File: src/design/eusv_pkg.sv
// package: shared types, widths, register indexes and reset values
`timescale 1ns / 1ps
`default_nettype none

package eusv_pkg;

    // field and datapath widths
    localparam int ENC_BITS_DEF = 15;
    localparam int TURN_W       = 17;
    localparam int POS_W        = 32;
    localparam int DIST_W       = POS_W + 1;
    localparam int SPEED_W      = 16;
    localparam int RATE_W       = 17;
    localparam int ZOFF_W       = 16;
    localparam int CFG_DATA_W   = 32;
    localparam int CFG_IDX_W    = 3;

    // turn detection band and speed floor
    localparam int TURN_THRESHOLD = 1000;
    localparam int MIN_SPEED      = 20;

    // configuration register indexes
    localparam logic [CFG_IDX_W-1:0] REG_UPPER_LIMIT   = 3'd0;
    localparam logic [CFG_IDX_W-1:0] REG_LOWER_LIMIT   = 3'd1;
    localparam logic [CFG_IDX_W-1:0] REG_MAX_SPEED     = 3'd2;
    localparam logic [CFG_IDX_W-1:0] REG_REVERSE_DRIVE = 3'd3;
    localparam logic [CFG_IDX_W-1:0] REG_ZERO_OFFSET   = 3'd4;

    // sweep direction
    typedef enum logic [1:0] {
        DIR_IDLE = 2'd0,
        DIR_UP   = 2'd1,
        DIR_DOWN = 2'd2
    } dir_t;

    // configuration register set
    typedef struct packed {
        logic signed [POS_W-1:0]   upper_limit;
        logic signed [POS_W-1:0]   lower_limit;
        logic        [SPEED_W-1:0] max_speed;
        logic                      reverse_drive;
        logic signed [ZOFF_W-1:0]  zero_offset;
    } cfg_t;

    localparam cfg_t CFG_RESET = '{
        upper_limit:   32'sd6800,
        lower_limit:   32'sd250,
        max_speed:     16'd1000,
        reverse_drive: 1'b1,
        zero_offset:   16'sd27000
    };

    // sweep stage to speed stage
    typedef struct packed {
        logic        [DIST_W-1:0] d1;
        logic signed [DIST_W-1:0] d2;
        logic                     down;
        logic        [POS_W-1:0]  upos;
    } swp_t;

endpackage

`default_nettype wire

File: src/design/eusv_in_if.sv
// interface: encoder sample channel
`timescale 1ns / 1ps
`default_nettype none

interface eusv_in_if #(
    parameter int ENC_BITS = eusv_pkg::ENC_BITS_DEF
);
    logic                valid;
    logic                ready;
    logic [ENC_BITS-1:0] raw_count;

    modport source (output valid, output raw_count, input ready);
    modport sink (input valid, input raw_count, output ready);
endinterface

`default_nettype wire

File: src/design/eusv_out_if.sv
// interface: drive result channel
`timescale 1ns / 1ps
`default_nettype none

interface eusv_out_if;
    logic                                valid;
    logic                                ready;
    logic signed [eusv_pkg::RATE_W-1:0]  drive_rate;
    logic signed [eusv_pkg::POS_W-1:0]   position;
    logic                                moving_down;

    modport source (output valid, output drive_rate, output position, output moving_down,
                    input ready);
    modport sink (input valid, input drive_rate, input position, input moving_down,
                  output ready);
endinterface

`default_nettype wire

File: src/design/eusv_cfg_regs.sv
// configuration register file with write port
`timescale 1ns / 1ps
`default_nettype none

module eusv_cfg_regs (
    input  logic                              clk,
    input  logic                              rst_n,
    input  logic                              wr_en,
    input  logic [eusv_pkg::CFG_IDX_W-1:0]    wr_index,
    input  logic [eusv_pkg::CFG_DATA_W-1:0]   wr_data,
    output eusv_pkg::cfg_t                    cfg
);
    import eusv_pkg::*;

    cfg_t cfg_reg;

    // register writes, unknown indexes dropped
    always_ff @(posedge clk or negedge rst_n)
    begin
        if (!rst_n)
        begin
            cfg_reg <= CFG_RESET;
        end
        else if (wr_en)
        begin
            case (wr_index)
                REG_UPPER_LIMIT:   cfg_reg.upper_limit   <= wr_data[POS_W-1:0];
                REG_LOWER_LIMIT:   cfg_reg.lower_limit   <= wr_data[POS_W-1:0];
                REG_MAX_SPEED:     cfg_reg.max_speed     <= wr_data[SPEED_W-1:0];
                REG_REVERSE_DRIVE: cfg_reg.reverse_drive <= wr_data[0];
                REG_ZERO_OFFSET:   cfg_reg.zero_offset   <= wr_data[ZOFF_W-1:0];
                default:           ;
            endcase
        end
    end

    assign cfg = cfg_reg;

endmodule

`default_nettype wire

File: src/design/eusv_unwrap.sv
// stage 1: turn counting and unwrapped position
`timescale 1ns / 1ps
`default_nettype none

module eusv_unwrap #(
    parameter int ENC_BITS = eusv_pkg::ENC_BITS_DEF
) (
    input  logic                          clk,
    input  logic                          rst_n,
    input  eusv_pkg::cfg_t                cfg,
    eusv_in_if.sink                       sample,
    output logic                          s1_valid,
    output logic [eusv_pkg::POS_W-1:0]    s1_upos,
    input  logic                          s1_ready
);
    import eusv_pkg::*;

    // turn band edges; for narrow encoders a band may cover the whole range
    localparam int HIGH_MARK = (1 << ENC_BITS) - 1 - TURN_THRESHOLD;
    localparam logic HIGH_ALL = (HIGH_MARK < 0);
    localparam logic [ENC_BITS-1:0] HIGH_VAL = HIGH_ALL ? '0 : ENC_BITS'(HIGH_MARK);
    localparam logic LOW_ALL = ((1 << ENC_BITS) <= TURN_THRESHOLD);
    localparam logic [ENC_BITS-1:0] LOW_VAL = LOW_ALL ? '0 : ENC_BITS'(TURN_THRESHOLD);

    logic                have_prev_reg;
    logic [ENC_BITS-1:0] prev_reg;
    logic [TURN_W-1:0]   turn_reg;
    logic                s1_valid_reg;
    logic [POS_W-1:0]    upos_reg;

    logic                accept;
    logic                now_high;
    logic                now_low;
    logic                prev_high;
    logic                prev_low;
    logic                turn_down;
    logic                turn_up;
    logic [TURN_W-1:0]   turn_next;
    logic [POS_W-1:0]    upos_next;
    logic [POS_W-1:0]    offset_ext;

    assign sample.ready = !s1_valid_reg || s1_ready;
    assign accept       = sample.valid && sample.ready;

    // wrap detection against the previous sample
    assign now_high  = HIGH_ALL || (sample.raw_count > HIGH_VAL);
    assign now_low   = LOW_ALL || (sample.raw_count < LOW_VAL);
    assign prev_high = HIGH_ALL || (prev_reg > HIGH_VAL);
    assign prev_low  = LOW_ALL || (prev_reg < LOW_VAL);
    assign turn_down = (sample.raw_count > prev_reg) && now_high && prev_low;
    assign turn_up   = (sample.raw_count < prev_reg) && now_low && prev_high;

    always_comb
    begin
        turn_next = turn_reg;
        if (turn_up)
        begin
            turn_next = turn_reg + TURN_W'(1);
        end
        else if (turn_down)
        begin
            turn_next = turn_reg - TURN_W'(1);
        end
    end

    // position = raw + turns * 2^bits - zero offset, mod 2^32
    assign offset_ext = {{(POS_W-ZOFF_W){cfg.zero_offset[ZOFF_W-1]}}, cfg.zero_offset};
    assign upos_next  = POS_W'(sample.raw_count)
                      + POS_W'({turn_next, {ENC_BITS{1'b0}}})
                      - offset_ext;

    // turn state and stage valid
    always_ff @(posedge clk or negedge rst_n)
    begin
        if (!rst_n)
        begin
            have_prev_reg <= 1'b0;
            prev_reg      <= '0;
            turn_reg      <= '0;
            s1_valid_reg  <= 1'b0;
        end
        else
        begin
            if (accept)
            begin
                have_prev_reg <= 1'b1;
                prev_reg      <= sample.raw_count;
                if (have_prev_reg)
                begin
                    turn_reg <= turn_next;
                end
            end
            if (sample.ready)
            begin
                s1_valid_reg <= accept && have_prev_reg;
            end
        end
    end

    // stage payload
    always_ff @(posedge clk)
    begin
        if (accept)
        begin
            upos_reg <= upos_next;
        end
    end

    assign s1_valid = s1_valid_reg;
    assign s1_upos  = upos_reg;

endmodule

`default_nettype wire

File: src/design/eusv_sweep.sv
// stage 2: sweep direction, reversal point and distances
`timescale 1ns / 1ps
`default_nettype none

module eusv_sweep (
    input  logic                          clk,
    input  logic                          rst_n,
    input  eusv_pkg::cfg_t                cfg,
    input  logic                          s1_valid,
    input  logic [eusv_pkg::POS_W-1:0]    s1_upos,
    output logic                          s1_ready,
    output logic                          s2_valid,
    output eusv_pkg::swp_t                s2,
    input  logic                          s2_ready
);
    import eusv_pkg::*;

    dir_t                     dir_reg;
    logic signed [POS_W-1:0]  rev_reg;
    logic                     s2_valid_reg;
    swp_t                     s2_reg;

    logic                     load;
    logic signed [POS_W-1:0]  pos;
    dir_t                     dir_eff;
    dir_t                     dir_new;
    logic signed [POS_W-1:0]  rev_eff;
    logic signed [POS_W-1:0]  rev_new;
    logic                     flip;
    logic signed [DIST_W-1:0] diff;
    logic        [DIST_W-1:0] d1;
    logic signed [DIST_W-1:0] dist_up;
    logic signed [DIST_W-1:0] dist_down;
    swp_t                     s2_next;

    assign s1_ready = !s2_valid_reg || s2_ready;
    assign load     = s1_valid && s1_ready;
    assign pos      = s1_upos;

    // first result starts the sweep upward at the current position
    assign dir_eff = (dir_reg == DIR_IDLE) ? DIR_UP : dir_reg;
    assign rev_eff = (dir_reg == DIR_IDLE) ? pos : rev_reg;

    // reversal once the limit ahead is passed
    assign flip    = ((dir_eff == DIR_UP) && (pos > cfg.upper_limit))
                  || ((dir_eff == DIR_DOWN) && (pos < cfg.lower_limit));
    assign dir_new = flip ? ((dir_eff == DIR_UP) ? DIR_DOWN : DIR_UP) : dir_eff;
    assign rev_new = flip ? pos : rev_eff;

    // distance from reversal point, zero right at a reversal
    assign diff = {rev_eff[POS_W-1], rev_eff} - {pos[POS_W-1], pos};
    assign d1   = flip ? '0 : (diff[DIST_W-1] ? DIST_W'(-diff) : DIST_W'(diff));

    // distance to the limit ahead, may be negative
    assign dist_up   = {cfg.upper_limit[POS_W-1], cfg.upper_limit} - {pos[POS_W-1], pos};
    assign dist_down = {pos[POS_W-1], pos} - {cfg.lower_limit[POS_W-1], cfg.lower_limit};

    always_comb
    begin
        s2_next.d1   = d1;
        s2_next.d2   = (dir_new == DIR_UP) ? dist_up : dist_down;
        s2_next.down = (dir_new == DIR_DOWN);
        s2_next.upos = s1_upos;
    end

    // sweep state and stage valid
    always_ff @(posedge clk or negedge rst_n)
    begin
        if (!rst_n)
        begin
            dir_reg      <= DIR_IDLE;
            rev_reg      <= '0;
            s2_valid_reg <= 1'b0;
        end
        else
        begin
            if (load)
            begin
                dir_reg <= dir_new;
                rev_reg <= rev_new;
            end
            if (s1_ready)
            begin
                s2_valid_reg <= s1_valid;
            end
        end
    end

    // stage payload
    always_ff @(posedge clk)
    begin
        if (load)
        begin
            s2_reg <= s2_next;
        end
    end

    assign s2_valid = s2_valid_reg;
    assign s2       = s2_reg;

endmodule

`default_nettype wire

File: src/design/eusv_speed.sv
// stage 3: speed select, clamp, sign and result register
`timescale 1ns / 1ps
`default_nettype none

module eusv_speed (
    input  logic              clk,
    input  logic              rst_n,
    input  eusv_pkg::cfg_t    cfg,
    input  logic              s2_valid,
    input  eusv_pkg::swp_t    s2,
    output logic              s2_ready,
    eusv_out_if.source        result
);
    import eusv_pkg::*;

    logic                     out_valid_reg;
    logic signed [RATE_W-1:0] rate_reg;
    logic signed [POS_W-1:0]  pos_reg;
    logic                     down_reg;

    logic                     load;
    logic        [DIST_W-1:0] near;
    logic        [DIST_W-1:0] floored;
    logic        [SPEED_W-1:0] mag;
    logic                     negate;
    logic signed [RATE_W-1:0] rate_next;

    assign s2_ready = !out_valid_reg || result.ready;
    assign load     = s2_valid && s2_ready;

    // lesser distance; a negative distance to the limit drops to the floor
    always_comb
    begin
        if (s2.d2[DIST_W-1])
        begin
            near = '0;
        end
        else if (s2.d1 < DIST_W'(s2.d2))
        begin
            near = s2.d1;
        end
        else
        begin
            near = DIST_W'(s2.d2);
        end
    end

    // floor first, max speed clamp last
    assign floored = (near < DIST_W'(MIN_SPEED)) ? DIST_W'(MIN_SPEED) : near;
    assign mag     = (floored > DIST_W'(cfg.max_speed)) ? cfg.max_speed
                                                        : floored[SPEED_W-1:0];

    // sign by direction and drive polarity
    assign negate    = s2.down ^ cfg.reverse_drive;
    assign rate_next = negate ? -RATE_W'(mag) : RATE_W'(mag);

    // result valid
    always_ff @(posedge clk or negedge rst_n)
    begin
        if (!rst_n)
        begin
            out_valid_reg <= 1'b0;
        end
        else if (s2_ready)
        begin
            out_valid_reg <= s2_valid;
        end
    end

    // result payload
    always_ff @(posedge clk)
    begin
        if (load)
        begin
            rate_reg <= rate_next;
            pos_reg  <= s2.upos;
            down_reg <= s2.down;
        end
    end

    assign result.valid       = out_valid_reg;
    assign result.drive_rate  = rate_reg;
    assign result.position    = pos_reg;
    assign result.moving_down = down_reg;

endmodule

`default_nettype wire

File: src/design/encoder_unwrap_sweep_velocity.sv
// top level: encoder unwrap and sweep velocity pipeline
// a result word is valid once its sample word has passed the unwrap, sweep and result registers
// throughput: one sample word per cycle while the result port does not stall, three register stages
// the first sample after reset only primes the turn counter and gives no result
// reset (async, active low) clears valid, turn and sweep state and loads
// the register defaults
`timescale 1ns / 1ps
`default_nettype none

module encoder_unwrap_sweep_velocity #(
    parameter int ENCODER_BITS = eusv_pkg::ENC_BITS_DEF
) (
    input  logic                              clk,
    input  logic                              rst_n,
    input  logic                              cfg_wr_en,
    input  logic [eusv_pkg::CFG_IDX_W-1:0]    cfg_wr_index,
    input  logic [eusv_pkg::CFG_DATA_W-1:0]   cfg_wr_data,
    eusv_in_if.sink                           sample,
    eusv_out_if.source                        result
);
    import eusv_pkg::*;

    cfg_t              cfg;
    logic              s1_valid;
    logic [POS_W-1:0]  s1_upos;
    logic              s1_ready;
    logic              s2_valid;
    swp_t              s2;
    logic              s2_ready;

    // configuration registers
    eusv_cfg_regs u_cfg_regs (
        .clk      (clk),
        .rst_n    (rst_n),
        .wr_en    (cfg_wr_en),
        .wr_index (cfg_wr_index),
        .wr_data  (cfg_wr_data),
        .cfg      (cfg)
    );

    // turn counting and position
    eusv_unwrap #(
        .ENC_BITS (ENCODER_BITS)
    ) u_unwrap (
        .clk      (clk),
        .rst_n    (rst_n),
        .cfg      (cfg),
        .sample   (sample),
        .s1_valid (s1_valid),
        .s1_upos  (s1_upos),
        .s1_ready (s1_ready)
    );

    // sweep direction and distances
    eusv_sweep u_sweep (
        .clk      (clk),
        .rst_n    (rst_n),
        .cfg      (cfg),
        .s1_valid (s1_valid),
        .s1_upos  (s1_upos),
        .s1_ready (s1_ready),
        .s2_valid (s2_valid),
        .s2       (s2),
        .s2_ready (s2_ready)
    );

    // speed and result register
    eusv_speed u_speed (
        .clk      (clk),
        .rst_n    (rst_n),
        .cfg      (cfg),
        .s2_valid (s2_valid),
        .s2       (s2),
        .s2_ready (s2_ready),
        .result   (result)
    );

endmodule

`default_nettype wire

File: src/flat_wrapper.sv
// flat-port wrapper written by rule: the top's interface ports become plain ports
module encoder_unwrap_sweep_velocity_flat import eusv_pkg::*;
#(
    parameter int ENCODER_BITS = eusv_pkg::ENC_BITS_DEF
)
  (clk, rst_n, cfg_wr_en, cfg_wr_index, cfg_wr_data, sample_valid, sample_raw_count, sample_ready, result_valid, result_drive_rate, result_position, result_moving_down, result_ready);
  eusv_in_if sample_i ();
  eusv_out_if result_i ();
  input  logic clk;
  input  logic rst_n;
  input  logic cfg_wr_en;
  input  logic [eusv_pkg::CFG_IDX_W-1:0] cfg_wr_index;
  input  logic [eusv_pkg::CFG_DATA_W-1:0] cfg_wr_data;
  input wire logic [$bits(sample_i.valid)-1:0] sample_valid;
  input wire logic [$bits(sample_i.raw_count)-1:0] sample_raw_count;
  output wire logic [$bits(sample_i.ready)-1:0] sample_ready;
  output wire logic [$bits(result_i.valid)-1:0] result_valid;
  output wire logic [$bits(result_i.drive_rate)-1:0] result_drive_rate;
  output wire logic [$bits(result_i.position)-1:0] result_position;
  output wire logic [$bits(result_i.moving_down)-1:0] result_moving_down;
  input wire logic [$bits(result_i.ready)-1:0] result_ready;
  assign sample_i.valid = sample_valid;
  assign sample_i.raw_count = sample_raw_count;
  assign sample_ready = sample_i.ready;
  assign result_valid = result_i.valid;
  assign result_drive_rate = result_i.drive_rate;
  assign result_position = result_i.position;
  assign result_moving_down = result_i.moving_down;
  assign result_i.ready = result_ready;
  encoder_unwrap_sweep_velocity #(.ENCODER_BITS(ENCODER_BITS)) u_core (.clk(clk), .rst_n(rst_n), .cfg_wr_en(cfg_wr_en), .cfg_wr_index(cfg_wr_index), .cfg_wr_data(cfg_wr_data), .sample(sample_i), .result(result_i));
endmodule
File: config.mk
export PLATFORM = sky130hd
export DESIGN_NAME = encoder_unwrap_sweep_velocity_flat
export DESIGN_NICKNAME = d
export VERILOG_FILES = /design/src/design/eusv_pkg.sv /design/src/design/eusv_in_if.sv /design/src/design/eusv_out_if.sv /design/src/design/eusv_cfg_regs.sv /design/src/design/eusv_unwrap.sv /design/src/design/eusv_sweep.sv /design/src/design/eusv_speed.sv /design/src/design/encoder_unwrap_sweep_velocity.sv /design/src/flat_wrapper.sv
export SDC_FILE = /design/constraint.sdc
export NUM_CORES = 1
export LEC_CHECK = 0
export BUFFER_PORTS_ARGS = -buffer_cell sky130_fd_sc_hd__buf_2
export CORE_MARGIN = 2
export CORE_UTILIZATION = 47
export DETAILED_ROUTE_END_ITERATION = 6
export GPL_TIMING_DRIVEN = 0
export HOLD_SLACK_MARGIN = 0.12
export PLACE_DENSITY_LB_ADDON = 0.25
export SYNTH_ARGS = -nofsm -noshare
export SYNTH_HDL_FRONTEND = slang
export SYNTH_SLANG_ARGS = --single-unit
File: constraint.sdc
create_clock -name clk -period 8.4 [get_ports clk]
set_input_delay 2.1 -clock clk [delete_from_list [all_inputs] [get_ports clk]]
set_output_delay 2.1 -clock clk [all_outputs]
set_load 0.05 [all_outputs]
==> summary by stage <==
Outcome
The run finished with clean final reports.

Die
Pin placement for this block handled 107 I/O pins. The initial utilization of the core area, before any placement, comes to 47.5%. The core region is 50100 µm². The floorplan step set the die width to 229 µm. The number of cell rows is 82.

Measured along the y axis, the die boundary spans 229 µm. The die covers 52400 µm².

Power and ir drop
Power spread over the standard cell area amounts to 462 nW/µm². The share of total power in combinational logic is 60.4%. The static power due to leakage is 11.4 nW. The worst-case IR drop observed on VDD is 0.239 mV. In this run the power spent charging and discharging nets is 5.82 mW. The portion of total power attributed to sequential cells is 24.4%. The net switching share of the total power is 47.2%. The clock share of power is 15.2%. The overall power consumption is 12.3 mW.

The cell-internal power is 6.52 mW.

Synth
Of the synthesized area, sequential elements account for 40.6%. The cell area after synthesis is 23800 µm². The synthesized netlist cell count is 2478.

The async set-or-reset flop fraction in the synthesized netlist is 48.0%. The synthesized net count is 2731. A synthesized cell averages 9.59 µm². Yosys printed 0 warnings. Counting flops with a built-in enable in the synthesized netlist gives 181.

The number of distinct standard cells referenced by the synthesized netlist is 90. The prevailing post-synth register cell is edfxtp_1. The number of storage elements in the synthesis netlist is 348.

Timing
The final worst clock skew is 19.1 ps. The portion of the clock cycle consumed by the worst path in the final layout is 90.8%. Setup violations remaining at the end of the flow were counted as 0. The number of failing hold endpoints at the final stage is 0. The slew of the pin with the lowest slew margin is 1320 ps. The worst slack on hold paths is 418 ps.

Setup repair after global routing left no endpoint under its margin. After routing, the total negative slack on setup checks comes to 0 ps. The fmax is 131 MHz. The smallest clock period supported by the final layout is computed as 7630 ps. The max-slew violation count is 0. The worst pin sits at a relative slew slack of 9.48%.

Route
After detailed routing, the number of vias per cell comes to 5.85. The remaining design rule violation count is 0. The first detailed-routing pass ran for 5 iterations.

The count of nets left with antenna violations after detail routing is 0. In this run, the number of DRC markers left after iteration 0 of detailed routing was 1506. For this block, the via count after detailed routing is 19500. The final routed wire length divided by cell count is 20.1 µm. The routed design has 67200 µm of wire.

Layout
The final net count is 2885. In the final layout, the share of cells above drive strength 1 is 13.5%. The flip-flop count of the largest register after layout is 99. The finished cells cover 26700 µm².

The number of inserted diodes is 0. The layout overhead on the synthesized area is 12.3%.

Clocking
The tree built by TritonCTS fans out to 348 sinks. The number of hold buffers added after CTS was 0. TritonCTS built the clock tree. The cell sitting at the root of the clock tree is a clkbuf_16. The post-CTS setup buffer count is 0. The clock transition at the registers of the reported paths is 60 ps. The number of buffers on the longest clock path is 3. At the later pin of the worst-skew pair, clock insertion delay measures 570 ps. The number of gates resized after cts is 0. The number of buffers added by the clock tree synthesis step is 41.

The clock tree synthesis step divided the H-tree into 2 levels.

Place
The final HPWL from detailed placement is 52900 µm. Buffers placed on the I/O ports in this run total 106. The final estimated routing congestion in global placement is 0.977.

The placed cell area is 25300 µm².

Setup path
The arrival time reported for the critical path endpoint is 7920 ps. The slowest cell on the critical path is a221oi_1. The startpoint type of the worst setup path is a flip-flop. STA classifies the critical path endpoint as a flip-flop.

The maximum fanout encountered on the critical timing path is 10. The maximum single-stage delay on the critical path is 510 ps. The critical path contains buffers and inverters numbering 7 combined. STA puts the critical path data required time at 8690 ps. The kind of cell with the highest combined delay along the critical path is compound AO/OA/AOI/OAI gates. The critical path is of the reg -> reg type.

Global route
The total overflow left after global routing is 0. The maximum number of pins on one net before global-route repair is 108. The initial antenna violation count is 3. The total global routing track utilization is 25.4%. The number of global-route vias before repair came to 19200.

The first global-routing pass estimated 105000 µm of wire.

Worst hold path
The path type of the worst min-delay path is reg -> reg.

Flow run
The tool flagged a number of max-cap violations equal to 0.
[cells by family after synthesis]
kind of cell | count (synthesis) | synth area share [%]
AO/OA/AOI/OAI | 688 | 18.3
AND/OR/NAND/NOR | 696 | 14.6
flip-flops | 348 | 40.6
adder cells (fa/ha/maj) | 198 | 10.6
XOR/XNOR | 156 | 5.75
multiplexers | 125 | 5.87
buffers and inverters | 267 | 4.36
[worst reg2reg max path: cells and delay by family, from the launching register on]
kind	cells	cell delay [ps]
compound gates	12	3390
buf+inv	7	1490
simple gates	7	1130
fa+ha+maj	3	800
flops	1	420
xor+xnor	1	140
[Yosys cell counts (50+ instances only)]
cell type	number	share of area [%]
o21ai_0	205	4.3
nand2_1	203	3.2
inv_1	197	3.1
ha_1	194	10
a21oi_1	186	3.9
edfxtp_1	181	23
nor2_1	161	2.5
dfrtp_1	141	15
mux2_2	97	4.6
xnor2_1	94	3.5
xor2_1	62	2.3
clkbuf_1	51	0.81
a21o_1	50	1.6
[power groups by stage]
stage	Combinational (mW)	Clock [mW]	Sequential (mW)
6_report	7.45	1.87	3.01
5_1_grt	8.20	1.98	3.07
4_1_cts	7.33	1.91	3.00
3_5_place_dp	7.28	0	3.03
3_3_place_gp	7.13	0	3.03
2_1_floorplan	5.22	0	3.12
[worst paths after layout]
kind / slack (ps) / start / cells after the start / endpoint
setup reg to reg: 770 / u_core.u_sweep.s2[65] / 30 / u_core.u_speed.result.drive_rate[10]
hold reg to reg: 420 / u_core.u_sweep.s2[31] / 0 / u_core.u_speed.result.position[31]
min in group asynchronous: 1440 / rst_n / 1 / u_core.u_sweep.rev_reg[30]
setup / recovery: 770 / u_core.u_sweep.s2[65] / 30 / u_core.u_speed.result.drive_rate[10]
hold / removal: 420 / u_core.u_sweep.s2[31] / 0 / u_core.u_speed.result.position[31]
max in group asynchronous: 6020 / rst_n / 2 / u_core.u_unwrap.prev_reg[9]
[per-layer routing]
metal  track usage, %  share of wire, %
met1             34.2                45
met2             42.9                47
met3             3.28               5.2
met4             7.63               2.9
met5                0             0.051
[area by class of cell]
| class | count | area (µm²) |
|---|---|---|
| fillers | 4547 | 23400 |
| multi-input cells | 1863 | 13100 |
| flip-flops and latches | 348 | 9650 |
| clock buffers | 50 | 1120 |
| well taps | 672 | 841 |
| inverters | 198 | 746 |
| repair buffers | 111 | 643 |
| clock inverters | 26 | 299 |
| plain buffers | 69 | 294 |
[metrics by stage]
step                instances  worst slack [ps]  utilization [%]
finish                   3337               773             53.3
detailed placement       3261               839             50.4
CTS                      3337               830             53.3
global placement         3256               888             50.2
global route             3337               301             53.3
floorplan                2478              2310                -
[cell usage in the layout (no fill, tap or decap), drive strengths merged, types with 33 or more instances in the layout]
master | Yosys | layout
nor4 | 34 | 34
o21a | 44 | 44
clkbuf | 51 | 101
mux2 | 105 | 105
nor2 | 162 | 162
nand3 | 42 | 42
inv | 198 | 204
a21oi | 186 | 186
o21ai | 207 | 207
xnor2 | 94 | 94
nor3 | 42 | 42
buf | 18 | 129
xor2 | 62 | 62
nand4 | 34 | 34
nand2 | 205 | 205
dfrtp | 141 | 141
ha | 194 | 194
a21o | 50 | 50
edfxtp | 181 | 181
or3 | 33 | 33
No activity file was read; power rests on OpenSTA's default activity.
